[src/hdl/bfba_pkg.sv]
// ----------------------------------------------------------------------------
// Best-fit bin assigner package
// Shared types and codes for the best-fit bin assigner and its parts.
// ----------------------------------------------------------------------------
`default_nettype none

package bfba_pkg;

  // Request kinds carried on the input tuser bit.
  localparam logic REQ_PLACE = 1'b0;
  localparam logic REQ_CLEAR = 1'b1;

  // Result status codes carried on the output tuser bits.
  localparam logic [1:0] STATUS_PLACED  = 2'd0;
  localparam logic [1:0] STATUS_OVERCAP = 2'd1;
  localparam logic [1:0] STATUS_FULL    = 2'd2;
  localparam logic [1:0] STATUS_CLEARED = 2'd3;

  // Bin capacity after reset.
  localparam int CAP_RESET = 100;

  // Sequencer states, one-hot.
  typedef enum logic [3:0] {
    ST_IDLE   = 4'b0001,
    ST_SCAN   = 4'b0010,
    ST_DRAIN  = 4'b0100,
    ST_FINISH = 4'b1000
  } state_t;

endpackage

`default_nettype wire

[src/hdl/bfba_residual_ram.sv]
// ----------------------------------------------------------------------------
// Residual space memory
// One write port and one read port with registered read data.
// ----------------------------------------------------------------------------
`default_nettype none

module bfba_residual_ram #(
  parameter int DEPTH  = 64,
  parameter int WIDTH  = 16,
  parameter int ADDR_W = 6
) (
  input  wire logic              clk,
  input  wire logic              we,
  input  wire logic [ADDR_W-1:0] wr_addr,
  input  wire logic [WIDTH-1:0]  wr_data,
  input  wire logic              rd_en,
  input  wire logic [ADDR_W-1:0] rd_addr,
  output logic      [WIDTH-1:0]  rd_data
);

  logic [WIDTH-1:0] mem [DEPTH];

  // Write port.
  always_ff @(posedge clk) begin
    if (we) begin
      mem[wr_addr] <= wr_data;
    end
  end

  // Read port, data registered.
  always_ff @(posedge clk) begin
    if (rd_en) begin
      rd_data <= mem[rd_addr];
    end
  end

endmodule

`default_nettype wire

[src/hdl/best_fit_bin_assigner.sv]
// ----------------------------------------------------------------------------
// Best-fit bin assigner
// Online best-fit bin packing over a memory of per-bin residual space.
// ----------------------------------------------------------------------------
// Usage:
//   Requests arrive on the s_ stream: s_tuser selects place or clear, and
//   s_tdata carries the item weight. Each request gives exactly one result
//   beat on the m_ stream: bin index, new-bin flag, space left and bins in
//   use in m_tdata, and the status code in m_tuser.
//   The bin capacity is written on the cfg_ channel while the block is idle
//   and no request beat is on offer.
//   A place request reads the open bins one per cycle from the residual
//   memory and a single subtract-and-compare unit keeps the best fit.
//   A place request with bins open then passes the drain and finish
//   states before its result beat is valid. A clear, an overweight item
//   or a place with no bins open goes from idle straight to the finish
//   state, where its result is registered.
//   s_tready is high only while the sequencer is idle; a finished result
//   sits in the output register, so the next request is taken while it
//   waits. When the receiver stalls with a result still held, the next
//   request waits in its final cycle until the output register is free.
//   Reset empties all bins and sets the capacity to 100; the residual
//   memory needs no clearing pass since only written entries are read.
// ----------------------------------------------------------------------------
`default_nettype none

module best_fit_bin_assigner #(
  parameter int MAX_BINS    = 64,
  parameter int WEIGHT_BITS = 16,
  localparam int IDX_W      = $clog2(MAX_BINS),
  localparam int CNT_W      = $clog2(MAX_BINS + 1),
  localparam int S_DATA_W   = ((WEIGHT_BITS + 7) / 8) * 8,
  localparam int OUT_BITS   = IDX_W + 1 + WEIGHT_BITS + CNT_W,
  localparam int M_DATA_W   = ((OUT_BITS + 7) / 8) * 8
) (
  input  wire logic                   clk,
  input  wire logic                   rst,
  // Capacity write channel
  input  wire logic                   cfg_valid,
  output logic                        cfg_ready,
  input  wire logic [WEIGHT_BITS-1:0] cfg_data,
  // Request stream
  input  wire logic                   s_tvalid,
  output logic                        s_tready,
  input  wire logic [S_DATA_W-1:0]    s_tdata,   // item_weight
  input  wire logic [0:0]             s_tuser,   // req_type
  // Result stream
  output logic                        m_tvalid,
  input  wire logic                   m_tready,
  output logic [M_DATA_W-1:0]         m_tdata,   // bin_index, opened_new, space_left,
                                                 // bins_in_use
  output logic [1:0]                  m_tuser    // status
);

  bfba_pkg::state_t state;

  logic [WEIGHT_BITS-1:0] cap;
  logic [CNT_W-1:0]       open_bins;
  logic                   req_clear;
  logic                   over;
  logic [WEIGHT_BITS-1:0] weight;
  logic [CNT_W-1:0]       scan_idx;
  logic                   cmp_valid;
  logic [IDX_W-1:0]       cmp_idx;
  logic                   found;
  logic [IDX_W-1:0]       best_idx;
  logic [WEIGHT_BITS-1:0] best_left;

  logic [IDX_W-1:0]       out_bin_index;
  logic                   out_opened_new;
  logic [WEIGHT_BITS-1:0] out_space_left;
  logic [CNT_W-1:0]       out_bins_in_use;
  logic [1:0]             out_status;

  logic                   ram_we;
  logic [IDX_W-1:0]       ram_wr_addr;
  logic [WEIGHT_BITS-1:0] ram_wr_data;
  logic                   ram_rd_en;
  logic [WEIGHT_BITS-1:0] ram_rd_data;

  logic                   in_beat;
  logic                   out_free;
  logic                   finish_go;
  logic                   has_room;
  logic                   fits;
  logic [WEIGHT_BITS-1:0] left;
  logic                   take;
  logic [WEIGHT_BITS-1:0] new_left;
  logic [WEIGHT_BITS-1:0] in_weight;

  // The capacity only changes while no request is in progress or on offer.
  assign cfg_ready = (state == bfba_pkg::ST_IDLE) && !s_tvalid;
  assign s_tready  = (state == bfba_pkg::ST_IDLE);
  assign in_beat   = s_tvalid && s_tready;
  assign in_weight = s_tdata[WEIGHT_BITS-1:0];
  assign out_free  = !m_tvalid || m_tready;
  assign finish_go = (state == bfba_pkg::ST_FINISH) && out_free;
  assign has_room  = (open_bins < CNT_W'(MAX_BINS));
  assign new_left  = cap - weight;

  // Shared compare unit: residual of the bin read last cycle against the best so far.
  assign fits = (ram_rd_data >= weight);
  assign left = ram_rd_data - weight;
  assign take = cmp_valid && fits && (!found || (left < best_left));

  // Residual memory accesses.
  assign ram_rd_en   = (state == bfba_pkg::ST_SCAN);
  assign ram_we      = finish_go && !req_clear && !over && (found || has_room);
  assign ram_wr_addr = found ? best_idx : open_bins[IDX_W-1:0];
  assign ram_wr_data = found ? best_left : new_left;

  bfba_residual_ram #(
    .DEPTH  (MAX_BINS),
    .WIDTH  (WEIGHT_BITS),
    .ADDR_W (IDX_W)
  ) u_ram (
    .clk     (clk),
    .we      (ram_we),
    .wr_addr (ram_wr_addr),
    .wr_data (ram_wr_data),
    .rd_en   (ram_rd_en),
    .rd_addr (scan_idx[IDX_W-1:0]),
    .rd_data (ram_rd_data)
  );

  // Capacity register.
  always_ff @(posedge clk) begin
    if (rst) begin
      cap <= WEIGHT_BITS'(bfba_pkg::CAP_RESET);
    end else if (cfg_valid && cfg_ready) begin
      cap <= cfg_data;
    end
  end

  // Request capture.
  always_ff @(posedge clk) begin
    if (in_beat) begin
      req_clear <= (s_tuser[0] == bfba_pkg::REQ_CLEAR);
      over      <= (in_weight > cap);
      weight    <= in_weight;
    end
  end

  // Sequencer.
  always_ff @(posedge clk) begin
    if (rst) begin
      state     <= bfba_pkg::ST_IDLE;
      scan_idx  <= '0;
      cmp_valid <= 1'b0;
    end else begin
      unique case (state)
        bfba_pkg::ST_IDLE: begin
          scan_idx  <= '0;
          cmp_valid <= 1'b0;
          if (in_beat) begin
            if (s_tuser[0] == bfba_pkg::REQ_PLACE && in_weight <= cap &&
                open_bins != '0) begin
              state <= bfba_pkg::ST_SCAN;
            end else begin
              state <= bfba_pkg::ST_FINISH;
            end
          end
        end
        bfba_pkg::ST_SCAN: begin
          cmp_valid <= 1'b1;
          cmp_idx   <= scan_idx[IDX_W-1:0];
          scan_idx  <= scan_idx + 1'b1;
          if (scan_idx == open_bins - 1'b1) begin
            state <= bfba_pkg::ST_DRAIN;
          end
        end
        bfba_pkg::ST_DRAIN: begin
          cmp_valid <= 1'b0;
          state     <= bfba_pkg::ST_FINISH;
        end
        bfba_pkg::ST_FINISH: begin
          if (out_free) begin
            state <= bfba_pkg::ST_IDLE;
          end
        end
        default: begin
          state <= bfba_pkg::ST_IDLE;
        end
      endcase
    end
  end

  // Best fit tracking.
  always_ff @(posedge clk) begin
    if (rst) begin
      found <= 1'b0;
    end else if (in_beat) begin
      found <= 1'b0;
    end else if (take) begin
      found <= 1'b1;
    end
  end

  always_ff @(posedge clk) begin
    if (take) begin
      best_idx  <= cmp_idx;
      best_left <= left;
    end
  end

  // Open bin count.
  always_ff @(posedge clk) begin
    if (rst) begin
      open_bins <= '0;
    end else if (finish_go) begin
      if (req_clear) begin
        open_bins <= '0;
      end else if (!over && !found && has_room) begin
        open_bins <= open_bins + 1'b1;
      end
    end
  end

  // Result register.
  always_ff @(posedge clk) begin
    if (rst) begin
      m_tvalid <= 1'b0;
    end else if (finish_go) begin
      m_tvalid <= 1'b1;
    end else if (m_tready) begin
      m_tvalid <= 1'b0;
    end
  end

  always_ff @(posedge clk) begin
    if (finish_go) begin
      out_bin_index   <= '0;
      out_opened_new  <= 1'b0;
      out_space_left  <= '0;
      out_bins_in_use <= open_bins;
      if (req_clear) begin
        out_bins_in_use <= '0;
        out_status      <= bfba_pkg::STATUS_CLEARED;
      end else if (over) begin
        out_status <= bfba_pkg::STATUS_OVERCAP;
      end else if (found) begin
        out_bin_index  <= best_idx;
        out_space_left <= best_left;
        out_status     <= bfba_pkg::STATUS_PLACED;
      end else if (!has_room) begin
        out_status <= bfba_pkg::STATUS_FULL;
      end else begin
        out_bin_index   <= open_bins[IDX_W-1:0];
        out_opened_new  <= 1'b1;
        out_space_left  <= new_left;
        out_bins_in_use <= open_bins + 1'b1;
        out_status      <= bfba_pkg::STATUS_PLACED;
      end
    end
  end

  // Result packing, first field in the lowest bits.
  always_comb begin
    m_tdata = '0;
    m_tdata[0 +: IDX_W]                       = out_bin_index;
    m_tdata[IDX_W]                            = out_opened_new;
    m_tdata[IDX_W + 1 +: WEIGHT_BITS]         = out_space_left;
    m_tdata[IDX_W + 1 + WEIGHT_BITS +: CNT_W] = out_bins_in_use;
  end

  assign m_tuser = out_status;

  // Checks on the sequencer and the bin bookkeeping.
  a_count_bound: assert property (@(posedge clk) disable iff (rst)
    open_bins <= CNT_W'(MAX_BINS))
    else $error("open bin count above the number of bins");

  a_best_open: assert property (@(posedge clk) disable iff (rst)
    (state == bfba_pkg::ST_FINISH && found) |-> (CNT_W'(best_idx) < open_bins))
    else $error("best bin is not an open bin");

  a_write_finish: assert property (@(posedge clk) disable iff (rst)
    ram_we |-> (state == bfba_pkg::ST_FINISH))
    else $error("residual write outside the final cycle");

  a_result_source: assert property (@(posedge clk) disable iff (rst)
    $rose(m_tvalid) |-> $past(state == bfba_pkg::ST_FINISH))
    else $error("result raised without a finished request");

  a_scan_ends: assert property (@(posedge clk) disable iff (rst)
    (state == bfba_pkg::ST_SCAN) |-> (scan_idx < open_bins))
    else $error("scan address beyond the open bins");

endmodule

`default_nettype wire

[config.mk]
export PLATFORM = sky130hd
export DESIGN_NAME = best_fit_bin_assigner
export DESIGN_NICKNAME = d
export VERILOG_FILES = /design/src/hdl/bfba_pkg.sv /design/src/hdl/bfba_residual_ram.sv /design/src/hdl/best_fit_bin_assigner.sv
export SDC_FILE = /design/constraint.sdc
export NUM_CORES = 1
export LEC_CHECK = 0
export BUFFER_PORTS_ARGS = -buffer_cell sky130_fd_sc_hd__buf_2
export CAP_MARGIN = 25
export CORE_UTILIZATION = 42
export CTS_CLUSTER_SIZE = 20
export DETAILED_ROUTE_END_ITERATION = 8
export SYNTH_ARGS = -nofsm -noshare
export SYNTH_HDL_FRONTEND = slang
export SYNTH_SLANG_ARGS = --single-unit
[constraint.sdc]
create_clock -name clk -period 5.65 [get_ports clk]
set_input_delay 0.2825 -clock clk [delete_from_list [all_inputs] [get_ports clk]]
set_output_delay 0.2825 -clock clk [all_outputs]
set_load 0.05 [all_outputs]
# Yosys cells after proc, flatten, opt, wreduce, memory -nomap -nowiden
# Memories as Yosys holds them, arrays and structs flattened. A register that Yosys moved wholly into a read port is not among the register bits.
# Index checks and enable logic that the tools add are counted.
totals:
  mem_count: 1
  inputBits: 38
  latch_bits: 0
  mem_bits_rw: 1024
  elab_cells: 99
  rom_bits: 0
  ff_bits: 115
  out_inout_bits: 37
classes:
  shift: 0
  n_reduce_logical: 33
  n_addsub: 5
  mul: 0
  eq_ne: 8
  mux: 26
  n_bitwise: 2
  order_cmp: 5
  div_mod_pow: 0
mem_list:
  columns: ["memory", "depth", "word_bits", "rd", "rd_clocked_by_memory_dff", "wr", "line", "source"]
  rows:
  - ["u_ram.mem", 64, 16, 1, 1, 1, "bfba_residual_ram.sv:21", "logic [WIDTH-1:0] mem [DEPTH];"]
op_table:
  columns: ["op", "n"]
  rows:
  - ["$mux W16", 3]
  - ["$mux W7", 5]
  - ["$sub A16 B16 Y16", 2]
  - ["$mux W6", 3]
  - ["$ge A16 B16 Y1", 1]
  - ["$gt A16 B16 Y1", 1]
  - ["$le A16 B16 Y1", 1]
  - ["$lt A16 B16 Y1", 1]
  - ["$mux W4", 4]
  - ["$pmux W4 S4", 1]
  - ["$add A7 B1 Y7 const B", 2]
  - ["$pmux W7 S2", 1]
  - ["$logic_and A1 B1 Y1", 13]
  - ["$reduce_bool A2 Y1", 4]
  - ["$eq A7 B7 Y1", 1]
  - ["$lt A7 B7 Y1 const B", 1]
  - ["$reduce_bool A7 Y1", 1]
  - ["$sub A7 B1 Y7 const B", 1]
  - ["$mux W2", 3]
  - ["$reduce_or A2 Y1", 3]
  - ["$logic_not A1 Y1", 5]
  - ["$mux W1", 5]
  - ["$eq A4 B1 Y1 const B", 1]
  - ["$eq A4 B2 Y1 const B", 1]
  - ["other kinds (10)", 15]

# Logic depth before layout (Yosys ltp)
depth:
  ltp_word: 8
  mapped_depth: 17
  mapped_depth_nobuf: 17

# By module
# Synthesis repeated with hierarchy kept, for this count alone.
hier_totals:
  hier_cells: 2584
  area_unflattened_um2: 47356.7
by_module_without_submodules:
  columns: ["module", "area_each_um2", "cells_each", "n_inst", "seq_area_each_um2"]
  rows:
  - ["bfba_residual_ram", 40202.3, 1829, 1, 31230.0]
  - ["best_fit_bin_assigner", 7154.4, 755, 1, 3083.0]

# Least setup slack after synthesis
# No wires, ideal clock.
synth_timing:
  kind: "register to register"
  from: "reg cap[0]"
  to: "mem u_ram.mem[0][8], data pin"
  path_buffers: 0
  t_required_ns: 4.949
  stages_incl_launch_ff: 12
  slack_ns: 0.541
  t_arrival_ns: 4.407
  setup_ns: 0.701
  synth_period_minus_slack_ns: 5.109
  cell_sequence: "dfxtp_1 -> inv_1 -> ha_1 -> inv_1 -> fa_1 -> a21oi_1 -> o21ai_0 -> a21oi_1 -> o21bai_1 -> a21o_1 -> xnor2_1 -> o21ai_0"
synth_via:
  elab_chain_cells: 2
synth_rtl:
  columns: ["element", "line", "source"]
  rows:
  - ["start: declaration", "best_fit_bin_assigner.sv:57", "logic [WEIGHT_BITS-1:0] cap;"]
  - ["start signal: assignment", "best_fit_bin_assigner.sv:129", "cap <= WEIGHT_BITS'(bfba_pkg::CAP_RESET);"]
  - ["start signal: assignment", "best_fit_bin_assigner.sv:131", "cap <= cfg_data;"]
  - ["$sub A16 B16 Y16", "best_fit_bin_assigner.sv:99", "assign new_left = cap - weight;"]
  - ["$mux W16", "best_fit_bin_assigner.sv:110", "assign ram_wr_data = found ? best_left : new_left;"]
  - ["net ram_wr_data[8]", "best_fit_bin_assigner.sv:77", "logic [WEIGHT_BITS-1:0] ram_wr_data;"]
  - ["end: declaration", "bfba_residual_ram.sv:21", null]
# The timed path passes the listed nets, and every way through them passes these cells.

# Final worst setup path
layout_timing:
  from: "reg u_ram.rd_data[0] (read register of u_ram.mem)"
  to: "reg best_idx[3] (enable)"
layout_via:
  elab_chain_cells: 4
  word_cells_on_any_way: 6
  classes_between: "add/sub: 1; order compare: 2; reduce/logical: 3"
layout_rtl:
  columns: ["element", "line", "source"]
  rows:
  - ["start: declaration", "bfba_residual_ram.sv:18", "output logic [WIDTH-1:0] rd_data"]
  - ["$sub A16 B16 Y16", "best_fit_bin_assigner.sv:103", "assign left = ram_rd_data - weight;"]
  - ["net left[10]", "best_fit_bin_assigner.sv:86", "logic [WEIGHT_BITS-1:0] left;"]
  - ["$lt A16 B16 Y1", "best_fit_bin_assigner.sv:104", "assign take = cmp_valid && fits && (!found || (left < best_left));"]
  - ["$logic_or A1 B1 Y1", "best_fit_bin_assigner.sv:104", null]
  - ["$logic_and A1 B1 Y1", "best_fit_bin_assigner.sv:104", null]
  - ["net take", "best_fit_bin_assigner.sv:87", "logic take;"]
  - ["end signal: assignment", "best_fit_bin_assigner.sv:201", "best_idx <= cmp_idx;"]
  - ["end: declaration", "best_fit_bin_assigner.sv:66", "logic [IDX_W-1:0] best_idx;"]
# The timed path passes the listed nets, and every way through them passes these cells.
# A chain may end at the register's enable or synchronous reset.

==> run_results.csv <==
group,metric,value,unit
yosys,synth.area.top_cells,"edfxtp_1 (72%), mux4_2 (15%), ha_1 (1.8%)",
timing,fin_ws,1.26,ns
die,die-area,113000,um^2
global_routing,overflow,0,
timing,fmax,228,MHz
worst_setup_path,max_stage_delay,0.40,ns
clocking,cts_tree,"yes",
die,fp.dieH,336,um
yosys,synth-edff-count,1118,
drt,avgViaCountPerCell,5.61,
timing,hold_violations,0,
worst_setup_path,cp-start-kind,"flip-flop",
clocking,cts_root_buffer,"clkbuf_16",
clocking,insertion_delay,0.71,ns
timing,skew,0.0353,ns
global_routing,grt_max_degree,94,
drt,vias,23500,
drt,wl_per_cell,26.4,um
yosys,yosysTopAreaCell,"edfxtp_1",
clocking,post_cts_buffers,0,
die,die_x,336,um
power,power.density,353,nW/um^2
worst_setup_path,path_class,"flip-flop to flip-flop",
layout,drive_above_1_share,25.2,%
yosys,avgSynthCellArea,19.6,um^2
yosys,synth_cells,2386,
timing,fin_tns_setup,0,ns
worst_setup_path,path_common_cell,"a21oi_1",
global_routing,first_global_vias,24400,
yosys,async_flop_share,0,%
drt,drt-total-wl,111000,um
power,irDropWorstVdd,0.297,mV
worst_setup_path,cp_slowest_cell,"fa_1",
yosys,yosys.cell_types.count,56,
timing,slew_viol_final,0,
drt,first_iter_violations,2219,
yosys,yosys_warnings,0,
yosys,ys_seq_area_share,73.2,%
timing,grt_setup_unrepaired,"false",
clocking,cts_buffers,114,
clocking,ctsHoldBuffers,34,
clocking,path_clk_slew,0.07,ns
worst_setup_path,crit_arrival,4.78,ns
yosys,synth_top_area_share,71.7,%
global_routing,grt_pass1_wl,163000,um
global_routing,track_usage,19.8,%
timing,tightestPinTransition,1.16,ns
power,power_leakage,16.8,nW
worst_setup_path,worstPathMaxFanout,17,
timing,period_share,77.8,%
place,hpwl,66700,um
global_routing,grt_use_met2,33.1,%
layout,area_growth,14.7,%
hold_path,hold_class,"input port to flip-flop",
global_routing,use_met3,3.17,%
yosys,synth_top_flop_cell,"edfxtp_1",
outcome,status,"completed",
drt,first_pass_iters,5,
worst_setup_path,crit_path_cell_trace,"inv_1, ha_1, inv_1, fa_1, a21o_1, a21oi_1, nor2_1, or3_1, a21o_1, a21oi_1, xnor2_1, ha_1, nor2b_1, o21ai_0, a21oi_1, nor4_1, o311a_1, buf_4",
clocking,clock_path_buffers,3,
worst_setup_path,r2r_slack,1.26,ns
drt,drc,0,
timing,setup_violations,0,
die,ios,75,
worst_setup_path,cp.required,6.04,ns
timing,slew_headroom,22.6,%
clocking,clock_sinks,1155,
global_routing,use_met1,27.3,%
global_routing,top_usage_layer,"met2",
drt,postRouteAntennaNets,0,
die,rows,122,
global_routing,grt_antenna_before_repair,1,
die,core_area,111000,um^2
place,dp_slack,1.27,ns
die,initial_utilization,42.3,%
place,io_buffers,72,
flow_run,cap_violations,0,
layout,fin_nets,2709,
timing,final.min_clock_period,4.39,ns
yosys,synth_seq_cells,1155,
place,gp_congestion,0.813,
yosys,synth_area,46800,um^2
worst_setup_path,critPathCaptureType,"flip-flop",
clocking,htreeDepth,3,
clocking,cts_resized,0,
## power breakdown
part / leakage, nW / switching (mW) / internal [mW]
clock: 1.84 / 3.23 / 4.48
combinational: 4.60 / 0.998 / 0.272
sequential: 10.4 / 0.0237 / 9.98
total: 16.8 / 4.25 / 14.7
## metal layers
layer	routed length [um]	part of all wire, %
met1	47100	43
met2	54900	50
met3	6460	5.8
met4	2040	1.8
met5	0	0
## worst max-delay path: cells and delay by family, from the launching register on
family	cells	cell delay, ns
flops	1	0.35
simple gates	4	0.79
compound gates	7	1.47
xor+xnor	1	0.18
buf+inv	3	0.41
fa+ha+maj	3	0.85
## cell families after synthesis
group / share of synthesized area [%]
flip-flops: 73.2
multiplexers: 15.9
AND/OR/NAND/NOR: 3.20
AO/OA/AOI/OAI: 3.22
buffers and inverters: 1.80
adder cells (fa/ha/maj): 1.90
XOR/XNOR: 0.748
other: 0.00800
## through the flow
stage                     total power [mW]  hold slack [ns]  std cells  util, %  area, um^2
after floorplan                       10.9            0.381       2387        -       46900
after global placement                11.4            0.403       3936     44.8       49500
after detailed placement              11.4            0.406       3938     44.8       49600
after CTS                             19.1           0.0651       4185     48.5       53700
after global routing                  19.6           0.0923       4186     48.6       53700
final                                 19.0           0.0998       4188     48.6       53700
## synthesized netlist by cell type, types with 5 or more instances
master    instances
mux4_2          304
a21o_1           19
buf_4            19
clkbuf_1         57
o21ai_0          35
o32ai_1           5
a211oi_1         41
or3_1             7
nor2_1          123
edfxtp_1       1118
ha_1             68
buf_1             8
mux2i_1          55
nand3b_1          6
dfxtp_1          37
nor3_1            8
inv_1            70
nand4_1          12
nor2b_1          26
o21a_1           10
nand2b_1          8
a21oi_1          81
nand2_1         108
xor2_1           12
and3_1            8
xnor2_1          28
nor3b_1           5
buf_2            30
nand3_1          12
a31oi_1           7
## worst paths after layout
kind | from | end | depth (start not counted)
hold / removal | s_tvalid | req_clear$_DFFE_PP_ | 2
hold reg to reg | cmp_idx[0]$_DFFE_PP_ | best_idx[0]$_DFFE_PP_ | 0
setup / recovery | u_ram.rd_data[0]$_DFFE_PP_ | best_idx[3]$_DFFE_PP_ | 18
setup reg to reg | u_ram.rd_data[0]$_DFFE_PP_ | best_idx[3]$_DFFE_PP_ | 18
## state kept, by name (all words and copies together), names as in the netlist
signal           cells
u_ram.mem         1024
best_left           16
cap                 16
out_space_left      16
u_ram.rd_data       16
weight              16
open_bins            7
out_bins_in_use      7
scan_idx             7
best_idx             6
cmp_idx              6
out_bin_index        6
state                4
m_tuser              2
cmp_valid            1
found                1
m_tvalid             1
out_opened_new       1
over                 1
req_clear            1
## final cells by class
cell class              count  area, um^2
inverters                  70         263
flip-flops and latches   1155       34300
repair buffers            216        1660
clock inverters            71         774
multi-input cells        1044       11800
clock buffers             142        3020
fillers                  9006       56900
diodes                      2        5.00
well taps                1488        1860
## placed cells by master (no fill, tap or decap), types with 15 or more instances in the layout
master / netlist / layout
edfxtp_1: 1118 / 1118
mux4_2: 304 / 304
nor2_1: 123 / 123
clkbuf_16: 0 / 116
nand2_1: 108 / 107
buf_4: 19 / 100
a21oi_1: 81 / 81
buf_2: 30 / 72
inv_1: 70 / 70
ha_1: 68 / 68
mux2i_1: 55 / 54
a211oi_1: 41 / 41
dlygate4sd3_1: 0 / 34
dfxtp_1: 37 / 30
xnor2_1: 28 / 28
nor2b_1: 26 / 26
o21ai_0: 35 / 26
clkbuf_1: 57 / 24
clkinv_1: 0 / 21
a21o_1: 19 / 19
clkinv_2: 0 / 19
bufinv_16: 0 / 15
(Power assumes the default switching activity.)
